### src/hw/rtl/fhpt_pkg.sv
// Shared types and constants for the file handle position table.
package fhpt_pkg;

   localparam int DATA_W   = 32;
   localparam int ALU_W    = 34;
   localparam int ADDR_W   = 33;
   localparam int HANDLE_W = 5;

   localparam logic [HANDLE_W-1:0] HANDLE_NONE = 5'h1F;

   typedef enum logic [2:0] {
      CMD_OPEN  = 3'd0,
      CMD_SIZE  = 3'd1,
      CMD_TELL  = 3'd2,
      CMD_SEEK  = 3'd3,
      CMD_READ  = 3'd4,
      CMD_CLOSE = 3'd5
   } cmd_type;

   typedef enum logic [1:0] {
      ORG_START   = 2'd0,
      ORG_CURRENT = 2'd1,
      ORG_END     = 2'd2,
      ORG_BAD     = 2'd3
   } origin_type;

   typedef enum logic [2:0] {
      S_IDLE,
      S_OP1,
      S_SEEK,
      S_CLAMP,
      S_SRC,
      S_ADV
   } state_type;

   typedef struct packed {
      logic [ALU_W-1:0] a;
      logic [ALU_W-1:0] b;
      logic             sub;
   } alu_req_type;

endpackage

### src/hw/rtl/fhpt_alu.sv
// Shared 34-bit adder/subtractor used by the seek and read steps of the sequencer.
module fhpt_alu
   import fhpt_pkg::*;
(
   input  alu_req_type      alu_req,
   output logic [ALU_W-1:0] alu_sum
);

   logic [ALU_W-1:0] b_eff;

   assign b_eff   = alu_req.sub ? ~alu_req.b : alu_req.b;
   assign alu_sum = alu_req.a + b_eff + {{(ALU_W-1){1'b0}}, alu_req.sub};

endmodule

### src/hw/rtl/file_handle_position_table.sv
// Top level of the file handle position table: slot storage, sequencer and result register.
//
// Handle table for read-only files with open, size, tell, seek, read and close. A request is
// taken only while the sequencer is idle; req_ready stays low until its result has been
// placed in the result register, which may still hold an untaken result while the next
// request is accepted. The seek and read steps go through one shared 34-bit adder/subtractor.
// Open, size, tell, close, unknown commands and any request turned away for its handle, origin
// or destination finish in the first step (S_OP1); a seek that reaches the range check adds
// S_SEEK, whether or not it is in range, and a read runs S_OP1, S_CLAMP, S_SRC and S_ADV
// (remaining bytes, clamp compare, source address, position advance). A step that completes
// a request waits while the result register is full and not being taken. Slots start unused
// after reset; no clearing pass is needed.
module file_handle_position_table
   import fhpt_pkg::*;
#(
   parameter int HANDLE_SLOTS = 8
) (
   input  logic                       clock,
   input  logic                       reset,
   input  logic                       req_valid,
   output logic                       req_ready,
   input  logic [2:0]                 req_command,
   input  logic signed [HANDLE_W-1:0] req_handle_id,
   input  logic                       req_file_found,
   input  logic [DATA_W-1:0]          req_file_base,
   input  logic [DATA_W-1:0]          req_file_length,
   input  logic signed [DATA_W-1:0]   req_seek_offset,
   input  logic [1:0]                 req_seek_origin,
   input  logic [DATA_W-1:0]          req_request_length,
   input  logic                       req_dest_valid,
   output logic                       rsp_valid,
   input  logic                       rsp_ready,
   output logic                       rsp_success,
   output logic signed [HANDLE_W-1:0] rsp_handle_out,
   output logic [DATA_W-1:0]          rsp_result_value,
   output logic [ADDR_W-1:0]          rsp_source_address
);

   localparam int IDX_W = (HANDLE_SLOTS > 1) ? $clog2(HANDLE_SLOTS) : 1;

   state_type                state_ff, state_in;
   cmd_type                  cmd_ff;
   logic [IDX_W-1:0]         idx_ff;
   logic                     hok_ff;
   logic                     found_ff;
   logic [DATA_W-1:0]        fbase_ff, flen_ff, offset_ff, want_ff;
   origin_type               origin_ff;
   logic                     dest_ff;
   logic [ALU_W-1:0]         acc_ff, acc_in;
   logic [DATA_W-1:0]        grant_ff, grant_in;

   logic [HANDLE_SLOTS-1:0]  used_ff;
   logic [DATA_W-1:0]        base_ff [HANDLE_SLOTS];
   logic [DATA_W-1:0]        len_ff  [HANDLE_SLOTS];
   logic [DATA_W-1:0]        pos_ff  [HANDLE_SLOTS];

   logic                     rsp_valid_ff, rsp_valid_in;
   logic                     rsp_success_ff;
   logic [HANDLE_W-1:0]      rsp_handle_ff;
   logic [DATA_W-1:0]        rsp_value_ff;
   logic [ADDR_W-1:0]        rsp_src_ff;

   logic                     req_hok;
   logic                     accept;
   logic                     live;
   logic [DATA_W-1:0]        cur_base, cur_len, cur_pos;
   logic [IDX_W-1:0]         free_idx;
   logic                     free_any;
   logic                     out_free;

   logic                     fin_req, fire;
   logic                     fin_success;
   logic [HANDLE_W-1:0]      fin_handle;
   logic [DATA_W-1:0]        fin_value;
   logic [ADDR_W-1:0]        fin_src;
   logic                     wr_open, wr_close, wr_pos;
   logic                     open_req, close_req, pos_req;
   logic [DATA_W-1:0]        pos_wr_val;

   alu_req_type              alu_req;
   logic [ALU_W-1:0]         alu_sum;

   fhpt_alu u_alu (
      .alu_req (alu_req),
      .alu_sum (alu_sum)
   );

   assign req_hok = !req_handle_id[HANDLE_W-1] &&
                    ({1'b0, req_handle_id[HANDLE_W-2:0]} < HANDLE_W'(HANDLE_SLOTS));
   assign req_ready = (state_ff == S_IDLE);
   assign accept    = req_valid && req_ready;
   assign out_free  = !rsp_valid_ff || rsp_ready;

   assign cur_base = base_ff[idx_ff];
   assign cur_len  = len_ff[idx_ff];
   assign cur_pos  = pos_ff[idx_ff];
   assign live     = hok_ff && used_ff[idx_ff];

   always_comb begin
      free_idx = '0;
      free_any = 1'b0;
      for (int i = 0; i < HANDLE_SLOTS; i++) begin
         if (!used_ff[i] && !free_any) begin
            free_idx = IDX_W'(i);
            free_any = 1'b1;
         end
      end
   end

   always_comb begin
      state_in    = state_ff;
      acc_in      = acc_ff;
      grant_in    = grant_ff;
      alu_req     = '0;
      fin_req     = 1'b0;
      fin_success = 1'b0;
      fin_handle  = HANDLE_NONE;
      fin_value   = '0;
      fin_src     = '0;
      open_req    = 1'b0;
      close_req   = 1'b0;
      pos_req     = 1'b0;
      pos_wr_val  = '0;
      unique case (state_ff)
         S_IDLE: begin
            if (accept) begin
               state_in = S_OP1;
            end
         end
         S_OP1: begin
            case (cmd_ff) inside
               CMD_OPEN: begin
                  fin_req = 1'b1;
                  if (found_ff && free_any) begin
                     fin_success = 1'b1;
                     fin_handle  = HANDLE_W'(free_idx);
                     open_req    = 1'b1;
                  end
               end
               CMD_SIZE, CMD_TELL: begin
                  fin_req = 1'b1;
                  if (live) begin
                     fin_success = 1'b1;
                     fin_value   = (cmd_ff == CMD_SIZE) ? cur_len : cur_pos;
                  end
               end
               CMD_SEEK: begin
                  if (live && origin_ff != ORG_BAD) begin
                     unique case (origin_ff)
                        ORG_CURRENT: alu_req.a = {2'b00, cur_pos};
                        ORG_END:     alu_req.a = {2'b00, cur_len};
                        default:     alu_req.a = '0;
                     endcase
                     alu_req.b = {{2{offset_ff[DATA_W-1]}}, offset_ff};
                     acc_in    = alu_sum;
                     state_in  = S_SEEK;
                  end else begin
                     fin_req = 1'b1;
                  end
               end
               CMD_READ: begin
                  if (live && dest_ff) begin
                     alu_req.a   = {2'b00, cur_len};
                     alu_req.b   = {2'b00, cur_pos};
                     alu_req.sub = 1'b1;
                     acc_in      = alu_sum;
                     state_in    = S_CLAMP;
                  end else begin
                     fin_req = 1'b1;
                  end
               end
               CMD_CLOSE: begin
                  fin_req = 1'b1;
                  if (hok_ff) begin
                     fin_success = 1'b1;
                     close_req   = 1'b1;
                  end
               end
               default: begin
                  fin_req = 1'b1;
               end
            endcase
         end
         S_SEEK: begin
            alu_req.a   = {2'b00, cur_len};
            alu_req.b   = acc_ff;
            alu_req.sub = 1'b1;
            fin_req     = 1'b1;
            if (!acc_ff[ALU_W-1] && !alu_sum[ALU_W-1]) begin
               fin_success = 1'b1;
               pos_req     = 1'b1;
               pos_wr_val  = acc_ff[DATA_W-1:0];
            end
         end
         S_CLAMP: begin
            alu_req.a   = {2'b00, want_ff};
            alu_req.b   = acc_ff;
            alu_req.sub = 1'b1;
            if (acc_ff[ALU_W-1]) begin
               grant_in = '0;
            end else if (alu_sum[ALU_W-1]) begin
               grant_in = want_ff;
            end else begin
               grant_in = acc_ff[DATA_W-1:0];
            end
            state_in = S_SRC;
         end
         S_SRC: begin
            alu_req.a = {2'b00, cur_base};
            alu_req.b = {2'b00, cur_pos};
            acc_in    = alu_sum;
            state_in  = S_ADV;
         end
         S_ADV: begin
            alu_req.a   = {2'b00, cur_pos};
            alu_req.b   = {2'b00, grant_ff};
            fin_req     = 1'b1;
            fin_success = 1'b1;
            fin_value   = grant_ff;
            fin_src     = acc_ff[ADDR_W-1:0];
            pos_req     = 1'b1;
            pos_wr_val  = alu_sum[DATA_W-1:0];
         end
         default: begin
            state_in = S_IDLE;
         end
      endcase
      // hold the final step while the result register is occupied and not being taken
      fire = fin_req && out_free;
      if (fin_req) begin
         state_in = fire ? S_IDLE : state_ff;
      end
      wr_open  = fire && open_req;
      wr_close = fire && close_req;
      wr_pos   = fire && pos_req;
      rsp_valid_in = fire || (rsp_valid_ff && !rsp_ready);
   end

   always_ff @(posedge clock) begin
      if (reset) begin
         state_ff     <= S_IDLE;
         rsp_valid_ff <= 1'b0;
         used_ff      <= '0;
         idx_ff       <= '0;
         hok_ff       <= 1'b0;
      end else begin
         state_ff     <= state_in;
         rsp_valid_ff <= rsp_valid_in;
         if (accept) begin
            idx_ff <= req_handle_id[IDX_W-1:0];
            hok_ff <= req_hok;
         end
         if (wr_open) begin
            used_ff[free_idx] <= 1'b1;
         end else if (wr_close) begin
            used_ff[idx_ff] <= 1'b0;
         end
      end
   end

   always_ff @(posedge clock) begin
      acc_ff   <= acc_in;
      grant_ff <= grant_in;
      if (accept) begin
         cmd_ff    <= cmd_type'(req_command);
         found_ff  <= req_file_found;
         fbase_ff  <= req_file_base;
         flen_ff   <= req_file_length;
         offset_ff <= req_seek_offset;
         origin_ff <= origin_type'(req_seek_origin);
         want_ff   <= req_request_length;
         dest_ff   <= req_dest_valid;
      end
      if (fire) begin
         rsp_success_ff <= fin_success;
         rsp_handle_ff  <= fin_handle;
         rsp_value_ff   <= fin_value;
         rsp_src_ff     <= fin_src;
      end
      if (wr_open) begin
         base_ff[free_idx] <= fbase_ff;
         len_ff[free_idx]  <= flen_ff;
         pos_ff[free_idx]  <= '0;
      end else if (wr_close) begin
         base_ff[idx_ff] <= '0;
         len_ff[idx_ff]  <= '0;
         pos_ff[idx_ff]  <= '0;
      end else if (wr_pos) begin
         pos_ff[idx_ff] <= pos_wr_val;
      end
   end

   assign rsp_valid          = rsp_valid_ff;
   assign rsp_success        = rsp_success_ff;
   assign rsp_handle_out     = rsp_handle_ff;
   assign rsp_result_value   = rsp_value_ff;
   assign rsp_source_address = rsp_src_ff;

   a_accept_starts: assert property (@(posedge clock) disable iff (reset)
      accept |=> state_ff == S_OP1)
      else $error("accepted request did not start the sequencer");

   a_open_claims: assert property (@(posedge clock) disable iff (reset)
      wr_open |=> used_ff[$past(free_idx)])
      else $error("open did not mark its slot used");

   a_pos_in_range: assert property (@(posedge clock) disable iff (reset)
      (hok_ff && used_ff[idx_ff]) |-> pos_ff[idx_ff] <= len_ff[idx_ff])
      else $error("slot position beyond length");

   a_fail_zero: assert property (@(posedge clock) disable iff (reset)
      (rsp_valid && !rsp_success) |->
         (rsp_result_value == '0 && rsp_source_address == '0 &&
          rsp_handle_out == HANDLE_NONE))
      else $error("failed request carries data");

endmodule
### config.mk
export PLATFORM = sky130hd
export DESIGN_NAME = file_handle_position_table
export DESIGN_NICKNAME = d
export VERILOG_FILES = /design/src/hw/rtl/fhpt_pkg.sv /design/src/hw/rtl/fhpt_alu.sv /design/src/hw/rtl/file_handle_position_table.sv
export SDC_FILE = /design/constraint.sdc
export NUM_CORES = 1
export LEC_CHECK = 0
export BUFFER_PORTS_ARGS = -buffer_cell sky130_fd_sc_hd__buf_2
export CAP_MARGIN = 20
export CELL_PAD_IN_SITES_DETAIL_PLACEMENT = 1
export CELL_PAD_IN_SITES_GLOBAL_PLACEMENT = 2
export CORE_MARGIN = 3
export CORE_UTILIZATION = 40
export CTS_BUF_LIST = sky130_fd_sc_hd__clkbuf_4
export DETAILED_ROUTE_END_ITERATION = 6
export HOLD_SLACK_MARGIN = 0.15
export PLACE_DENSITY_LB_ADDON = 0.1
export SKIP_LAST_GASP = 1
export SLEW_MARGIN = 5
export SYNTH_ARGS = -nofsm -noshare
export SYNTH_HDL_FRONTEND = slang
export SYNTH_SLANG_ARGS = --single-unit
### constraint.sdc
create_clock -name clock -period 9.5 [get_ports clock]
set_input_delay 1.9 -clock clock [delete_from_list [all_inputs] [get_ports clock]]
set_output_delay 1.9 -clock clock [all_outputs]
set_load 0.02 [all_outputs]
======== Word-level counts from Yosys, hierarchy flattened ========
Memories as Yosys holds them, arrays and structs flattened. A register that Yosys moved wholly into a read port is not among the register bits.
Cells that the tools add are included.
storage, ports and cells
  output and inout port bits .............. 73
  word-level logic and storage cells ...... 227
  bits of input ports ..................... 144
  memory bits (writable) .................. 768
  memories ................................ 3
  register bits after elaboration ......... 288
memory list
  name     words  width  read ports  clocked after Yosys merged registers in  wr ports  line                              text
  base_ff  8      32     1           1                                        1         file_handle_position_table.sv:53  logic [DATA_W-1:0] base_ff [HANDLE_SLOTS];
  len_ff   8      32     1           1                                        1         file_handle_position_table.sv:54  logic [DATA_W-1:0] len_ff [HANDLE_SLOTS];
  pos_ff   8      32     1           1                                        1         file_handle_position_table.sv:55  logic [DATA_W-1:0] pos_ff [HANDLE_SLOTS];
cells by class
  multiplexer cells ....................... 111
  $add $sub $neg .......................... 2
  reduce and logical (&&, ||, !) cells .... 55
  bitwise gates (word level) .............. 5
  equal/unequal tests ..................... 26
  magnitude comparators ................... 5
operators by type and width
  operator              count
  $mux W68              5
  $pmux W68 S5          1
  $mux W32              10
  $mux W34              7
  $pmux W32 S2          3
  $reduce_or A32 Y1     3
  $mux W3               23
  $pmux W34 S2          1
  $mux W67              1
  $mux W1               48
  $add A34 B1 Y34       1
  $add A34 B34 Y34      1
  $not A34 Y34          1
  $logic_and A1 B1 Y1   21
  $logic_not A1 Y1      18
  $mux W8               2
  $ne A3 B3 Y1 const B  5
  $pmux W3 S5           1
  $eq A3 B2 Y1 const B  4
  $eq A3 B3 Y1 const B  4
  $ne A4 B4 Y1 const B  3
  $and A8 B8 Y8         1
  $lt A3 B4 Y1 const B  2
  $not A8 Y8            1
  other kinds (24)      37

======== Depth between registers and ports, before layout ========
Gate-level depths: netlist of the first run.
  depth in word-level cells ............... 31
  gate-level depth with buffers ........... 24
  mapped depth without buffers ............ 20

======== Modules after synthesis ========
A second synthesis of the first run with hierarchy kept.
unflattened totals
  cells, all modules ...................... 2501
  area, all modules ....................... 44178.6 µm²
by module, submodules not included
  module                      instances  cells each  area an instance (µm²)
  file_handle_position_table  1          2202        41989.0
  fhpt_alu                    1          299         2189.6

======== Worst setup path after synthesis of the first run ========
No wires, ideal clock.
  kind .................................... register -> register
  start ................................... register with a tool-made name
  end ..................................... memory pos_ff[1][0] (enable)
  stages on the path, launching flop included .. 23
  clock period less this slack ............ 8.828 ns
  data arrival time ....................... 8.317 ns
  slack ................................... 0.672 ns
  path buffers ............................ 6
  cell sequence ........................... dfxtp_1 > clkbuf_1 > buf_2 > buf_2 > buf_2 > buf_1 > mux4_2 > mux2i_1 > nor2_1 > a21oi_1 > o2111ai_1 > ha_1 > a21o_1 > a21o_1 > a21o_1 > a21o_1 > a21oi_1 > o41ai_1 > a21boi_0 > a211oi_2 > buf_2 > nor3_2 > o41ai_1
RTL lines
  element    line
  to (decl)  file_handle_position_table.sv:55

==> results.toml, run 1 <==
[route]
routed_wl_um = 134000
vias = 27109
viasPerCell = 5.58
dr.pass1.iters = 5
antenna_left = 0
post_drt_wl_per_cell_um = 27.7
dr.first_iter.drc_count = 2444
drc_errors = 0

[synth]
synth_edf_count = 1039
synthTopCellsByArea = "edfxtp_1 (69%), mux4_2 (9.4%), mux2i_1 (2.3%)"
synth-simple-area-share_pct = 6.28
synth_cells = 2764
synth_area_per_cell_um2 = 16.4
synth_compound_area_share_pct = 7.52
synth.distinct_cells = 70
syn_nets = 2943
synth_fa_ha_area_share_pct = 0.985
synthArstFlopShare_pct = 0
ys_seq_area_share_pct = 69.8
yosys.area.top_type = "edfxtp_1"
synthMuxAreaShare_pct = 12.5
yosysWarnings = 0
synth_common_cells = "edfxtp_1 (1039), mux4_2 (189), a21oi_1 (185)"
mappedNetlistArea_um2 = 45200
synth_top_area_share_pct = 69.0
synth_most_common_cell = "edfxtp_1"
synth-seq-cells = 1058
synth_xor_area_share_pct = 1.18
synth_flop_cell = "edfxtp_1"
synth_top_family_by_area = "multiplexers"

[global_route]
busiest_layer = "met2"
antenna_found_initial = 6
met2_usage_pct = 35.3
use_met1_pct = 33.1
grt_start_max_net_pins = 131
grt.overflow.total = 0
grt_pass1_vias = 28827
grt_usage_pct = 23.1
grtUsageMet3_pct = 4.62
grt_pass1_wl_um = 197000

[worst_setup_path]
cp_max_fo = 41
cpPeakStageDelay_ps = 920
crit_type = "reg2reg"
arrival_ps = 8400
worstSetupEndpointType = "register"
worst_path_most_repeated_cell = "a21o_1"
path_cells = "buf_12 > mux4_2 > mux2i_1 > nor2b_1 > a21oi_1 > o21ai_0 > o211ai_1 > o2111ai_1 > ha_1 > a21o_1 > a21o_1 > a21o_1 > a21o_1 > a21oi_1 > o41ai_1 > a21boi_0 > a21oi_1 > a211o_1 > nor2_4 > buf_4 > mux2i_1"
worst_ep_required_time_ps = 10520
start_kind = "register"
worst_path_max_delay_cell = "dfxtp_4"

[power_and_ir_drop]
power.density_nw_per_um2 = 199
leakage_nw = 16.7
vdd_drop_max_mv = 0.113

[floorplanning]
coreArea_um2 = 111000
num_rows = 122
die-area_um2 = 117000
die_h_um = 342
io_pins = 217
die_w_um = 342
start_util_pct = 40.6

[timing]
fin_setup_tns_ps = 0
worst_pin_slew_ps = 1050
hold_violations = 0
period_minus_slack_ps = 7380
drv_slew = 0
fin_worst_skew_ps = 141
timing.fmax_mhz = 136
finalSetupViolations = 0
rsz0062_at_grt = "false"
relSlewSlack_pct = 29.8
min_period_over_period_pct = 77.6

[run_status]
outcome = "finished, final reports clean"

[min_path]
hp-class = "reg2reg"
min-delay-start = "used_ff[4]"

[clocking]
worstSkewPairLatency_ps = 1250
cts_tree = "done"
cts_resized = 0
clock-sinks = 1058
cts_made_buffers = 302
postCtsSetupBuffers = 0
clk_pin_slew_worst_paths_ps = 70
htree_num_levels = 5
cts_max_path_buffers = 4
holdBufCountCts = 0
cts-root-buf = "clkbuf_4"

[placement]
routabilityCongestion = 0.885
io_buffers = 216
dp_hpwl_um = 88400
placed_cell_area_um2 = 48300

[job]
cap_violations = 0

[cells_and_area]
final_area_um2 = 51700
nets = 3361
syn2layout_area_growth_pct = 14.4
drive_gt1_share_pct = 29.5
[layout make-up]
class | count | area, µm²
diodes | 6 | 15.0
clock buffers | 416 | 3120
clock inverters | 67 | 318
fillers | 11072 | 59700
inverters | 25 | 100
multi-input cells | 1506 | 13100
flip-flops and latches | 1058 | 31600
well taps | 1488 | 1860
repair buffers | 289 | 1670
[worst max-delay path, delay by kind of cell, from the launching register on]
kind	cells	cell delay, ps
compound gates	13	2650
fa+ha+maj	1	440
flops	1	920
mux	3	1410
buf+inv	2	720
simple gates	2	920
[state kept, by name (all words and copies together) (netlist names), 2 cells and up, named ones only]
signal              flops
offset_ff              32
base_ff               256
rsp_source_address     33
rsp_handle_out          4
cmd_ff                  3
acc_ff                 34
grant_ff               32
fbase_ff               32
idx_ff                  3
used_ff                 8
flen_ff                32
rsp_result_value       32
state_ff                3
pos_ff                256
origin_ff               2
want_ff                32
len_ff                256
[metrics by stage]
stage          setup slack [ps]  utilization, %  hold WS, ps  std cells  power, W
6_report                   2120            46.4          522       4855    0.0103
5_1_grt                    1590            46.4          551       4854    0.0108
4_1_cts                    2080            46.4          520       4849    0.0104
3_5_place_dp               2200            43.3          509       4366   0.00650
3_3_place_gp               2370            43.3          507       4366   0.00647
2_1_floorplan               672               -          471       2764   0.00606
[final timing paths]
kind | endpoint | slack, ps | cells past startpoint
worst max-delay path | grant_ff[11] | 2120 | 21
worst min-delay path | used_ff[4] | 520 | 2
worst max register to register | grant_ff[11] | 2120 | 21
worst min register to register | used_ff[4] | 520 | 2
[routing by layer]
layer	vias to the layer above	routed length [µm]	share of wire, %
li1	11966	-	-
met1	14134	61400	46
met3	191	7780	5.8
met4	0	3100	2.3
met5	-	0	0
met2	818	62200	46
[cell families (layout without fill, tap and decap cells)]
| kind of cell | after synthesis | in the layout |
|---|---|---|
| and+or+nand+nor | 566 | 566 |
| adders and majority gates | 35 | 35 |
| muxes | 324 | 324 |
| xor gates and xnor gates | 61 | 61 |
| AOI/OAI and AO/OA | 520 | 520 |
| other | 0 | 6 |
| buffers and inverters | 200 | 797 |
| DFF | 1058 | 1058 |
[layout by cell type, fill, tap and decap left out, types with 34 or more instances in the layout]
cell         n
a21oi_1    182
a22oi_1     44
and2_1      69
and3_1      37
buf_2      216
buf_4       70
clkbuf_4   416
clkinv_1    47
edfxtp_1  1039
ha_1        34
mux2i_1    103
mux4_2     189
nand2_1    123
nand2b_1    76
nor2_1     143
nor2b_1     43
o211ai_1    34
o21ai_0     87
xnor2_1     49
[report_power, final]
part           total [W]  leakage (nW)  internal, W  switching, W
clock network    0.00389          2.09      0.00206       0.00184
logic           0.000964          5.37     0.000328      0.000637
registers        0.00543          9.23      0.00530      0.000135
No activity file was read; power rests on OpenSTA's default activity.
==> run 2, diff against run 1 <==
- clock period: 9.5 -> 7.6 ns (I/O delays scaled with it)
==> run 2 against run 1 <==
Via count is 0.39% higher. Register-to-register slack worse by 1100 ps. Largest power group unchanged. Cell count rose by 0.99%. Sequential share of layout area shrank 0.83 points. Sequential power grew 25%. Critical path depth fell by 3. Clock-buffer cell count up 20. Clock skew decreased by 37 ps. Setup slack worse by 1100 ps.
==> results.toml, run 2 (same netlist as run 1, synthesis figures left out) <==
[worst_setup_path]
r2r_end = "pos_ff[0][8]"
worst_ep_required_time_ps = 8340
cp_max_fo = 37
path_buf_inv = 3
worstSetupEndpointType = "register"
crit_cells = 18
arrival_ps = 7290
timing.reg2reg.setup_slack_ps = 1060
path_cells = "buf_4 > mux4_2 > mux2i_1 > nor2b_1 > a21oi_1 > o21ai_0 > o211ai_1 > o2111ai_1 > ha_1 > nand4_1 > nor3_1 > o21ba_1 > o2111ai_2 > a211oi_2 > o32ai_1 > buf_4 > o31ai_4 > buf_4"
worst_path_most_repeated_cell = "buf_4"
start_kind = "register"
crit_type = "reg2reg"
cpPeakStageDelay_ps = 870
cp_top_family = "compound AO/OA/AOI/OAI gates"
endpoint = "pos_ff[0][8]"
ff2ff_path_depth = 18
worst_path_max_delay_cell = "mux2i_1"

[route]
routed_wl_um = 137000
post_drt_wl_per_cell_um = 27.9
dr.first_iter.drc_count = 2105
dr.pass1.iters = 5
antenna_left = 0
viasPerCell = 5.55
drc_errors = 0
vias = 27214

[floorplanning]
die_h_um = 342
num_rows = 122
coreArea_um2 = 111000
start_util_pct = 40.6
die-area_um2 = 117000
io_pins = 217
die_w_um = 342

[placement]
routabilityCongestion = 0.859
dp_hpwl_um = 90300
placed_cell_area_um2 = 48800
preCtsSetupSlack_ps = 1060
dp_cells = 4401
io_buffers = 216

[timing]
fin_setup_tns_ps = 0
rsz0062_at_grt = "false"
fin_worst_skew_ps = 103
worst_pin_slew_ps = 1110
setup_ws_ps = 1060
finalSetupViolations = 0
min_period_over_period_pct = 86.1
period_minus_slack_ps = 6550
drv_slew = 0
hold_violations = 0
timing.fmax_mhz = 153
relSlewSlack_pct = 23.8

[global_route]
grt_pass1_vias = 29172
antenna_found_initial = 5
grt.overflow.total = 0
grt_start_max_net_pins = 107
grt_usage_pct = 23.4
grt_pass1_wl_um = 199000

[cells_and_area]
layoutNonFillerInstCount = 4903
final_area_um2 = 52500
final_cell_mix = "edfxtp_1 (1039), clkbuf_4 (436), buf_2 (216)"
nets = 3398
syn2layout_area_growth_pct = 15.9
fin_util_pct = 47.1
reg.largest.list = "base_ff (256), len_ff (256), pos_ff (256)"
final_common_cell = "edfxtp_1"
drive_gt1_share_pct = 30.6

[clocking]
clock-sinks = 1058
cts_tree = "done"
htree_num_levels = 5
cts_resized = 0
cts_max_path_buffers = 4
postCtsSetupBuffers = 0
cts-root-buf = "clkbuf_4"
clk_pin_slew_worst_paths_ps = 60
worstSkewPairLatency_ps = 1180
cts_made_buffers = 303
holdBufCountCts = 0

[run_status]
outcome = "finished, final reports clean"

[power_and_ir_drop]
seqPwrFrac_pct = 51.6
clkPwrFrac_pct = 38.8
p_switching_w = 0.00331
power.share.combinational_pct = 9.6
power.density_nw_per_um2 = 251
leakage_nw = 17.0
vdd_drop_max_mv = 0.124
sw_frac_of_total_pct = 25.2
p_int_w = 0.00984

[min_path]
hold_depth = 2
hp-class = "reg2reg"

[job]
cap_violations = 0
run 2: cell count changes in the layout (fill, tap and decap cells not counted):
cell        before  now
bufinv_16        2    5
buf_16           0    1
clkinv_1        47   39
diode_2          6    8
buf_12           3   21
clkinvlp_4       0    2
buf_4           70   87
clkinv_2        12    5
clkbuf_4       416  436
run 2: per-layer routing:
| layer | routed length (µm) | GRT usage [%] | vias to the layer above |
|---|---|---|---|
| met3 | 7070 | 4.21 | 176 |
| li1 | - | - | 12036 |
| met2 | 64900 | 37.1 | 778 |
| met4 | 2840 | 7.31 | 0 |
| met1 | 61900 | 33.0 | 14224 |
| met5 | 0 | 0 | - |
run 2: worst min-delay path, cell delays in order (launching register included):
cell and delay [ps]:
dfxtp_1 340, o31ai_1 70, a21oi_1 60
run 2: layout make-up:
class	instances	area, µm²
Clock buffer	436	3270
Sequential cell	1058	31600
Timing Repair Buffer	325	2180
Tap cell	1488	1860
Clock inverter	57	358
Antenna cell	8	20.0
Fill cell	10997	59000
Multi-Input combinational cell	1506	13100
Inverter	25	100
run 2: worst min-delay path by stage:
stage | startpoint | to | slack [ps]
3_3_place_gp | used_ff[4] | used_ff[4] | 510
2_1_floorplan | used_ff[3] | used_ff[3] | 470
3_5_place_dp | used_ff[4] | used_ff[4] | 500
6_report | used_ff[4] | used_ff[4] | 510
5_1_grt | req_request_length[31] | want_ff[31] | 390
4_1_cts | req_request_length[31] | want_ff[31] | 340
run 2: per-stage QoR:
step | power [W] | hold slack, ps
2_1_floorplan | 0.00757 | 471
3_3_place_gp | 0.00815 | 509
3_5_place_dp | 0.00818 | 504
4_1_cts | 0.0134 | 338
5_1_grt | 0.0138 | 388
6_report | 0.0132 | 513
run 2: power by group through the flow:
| stage | sequential, W | clock (W) | combinational (W) |
|---|---|---|---|
| after global placement | 0.00692 | 0 | 0.00123 |
| after floorplan | 0.00686 | 0 | 0.000712 |
| after detailed placement | 0.00692 | 0 | 0.00126 |
| after global routing | 0.00680 | 0.00561 | 0.00136 |
| after CTS | 0.00680 | 0.00529 | 0.00126 |
| final | 0.00679 | 0.00511 | 0.00126 |
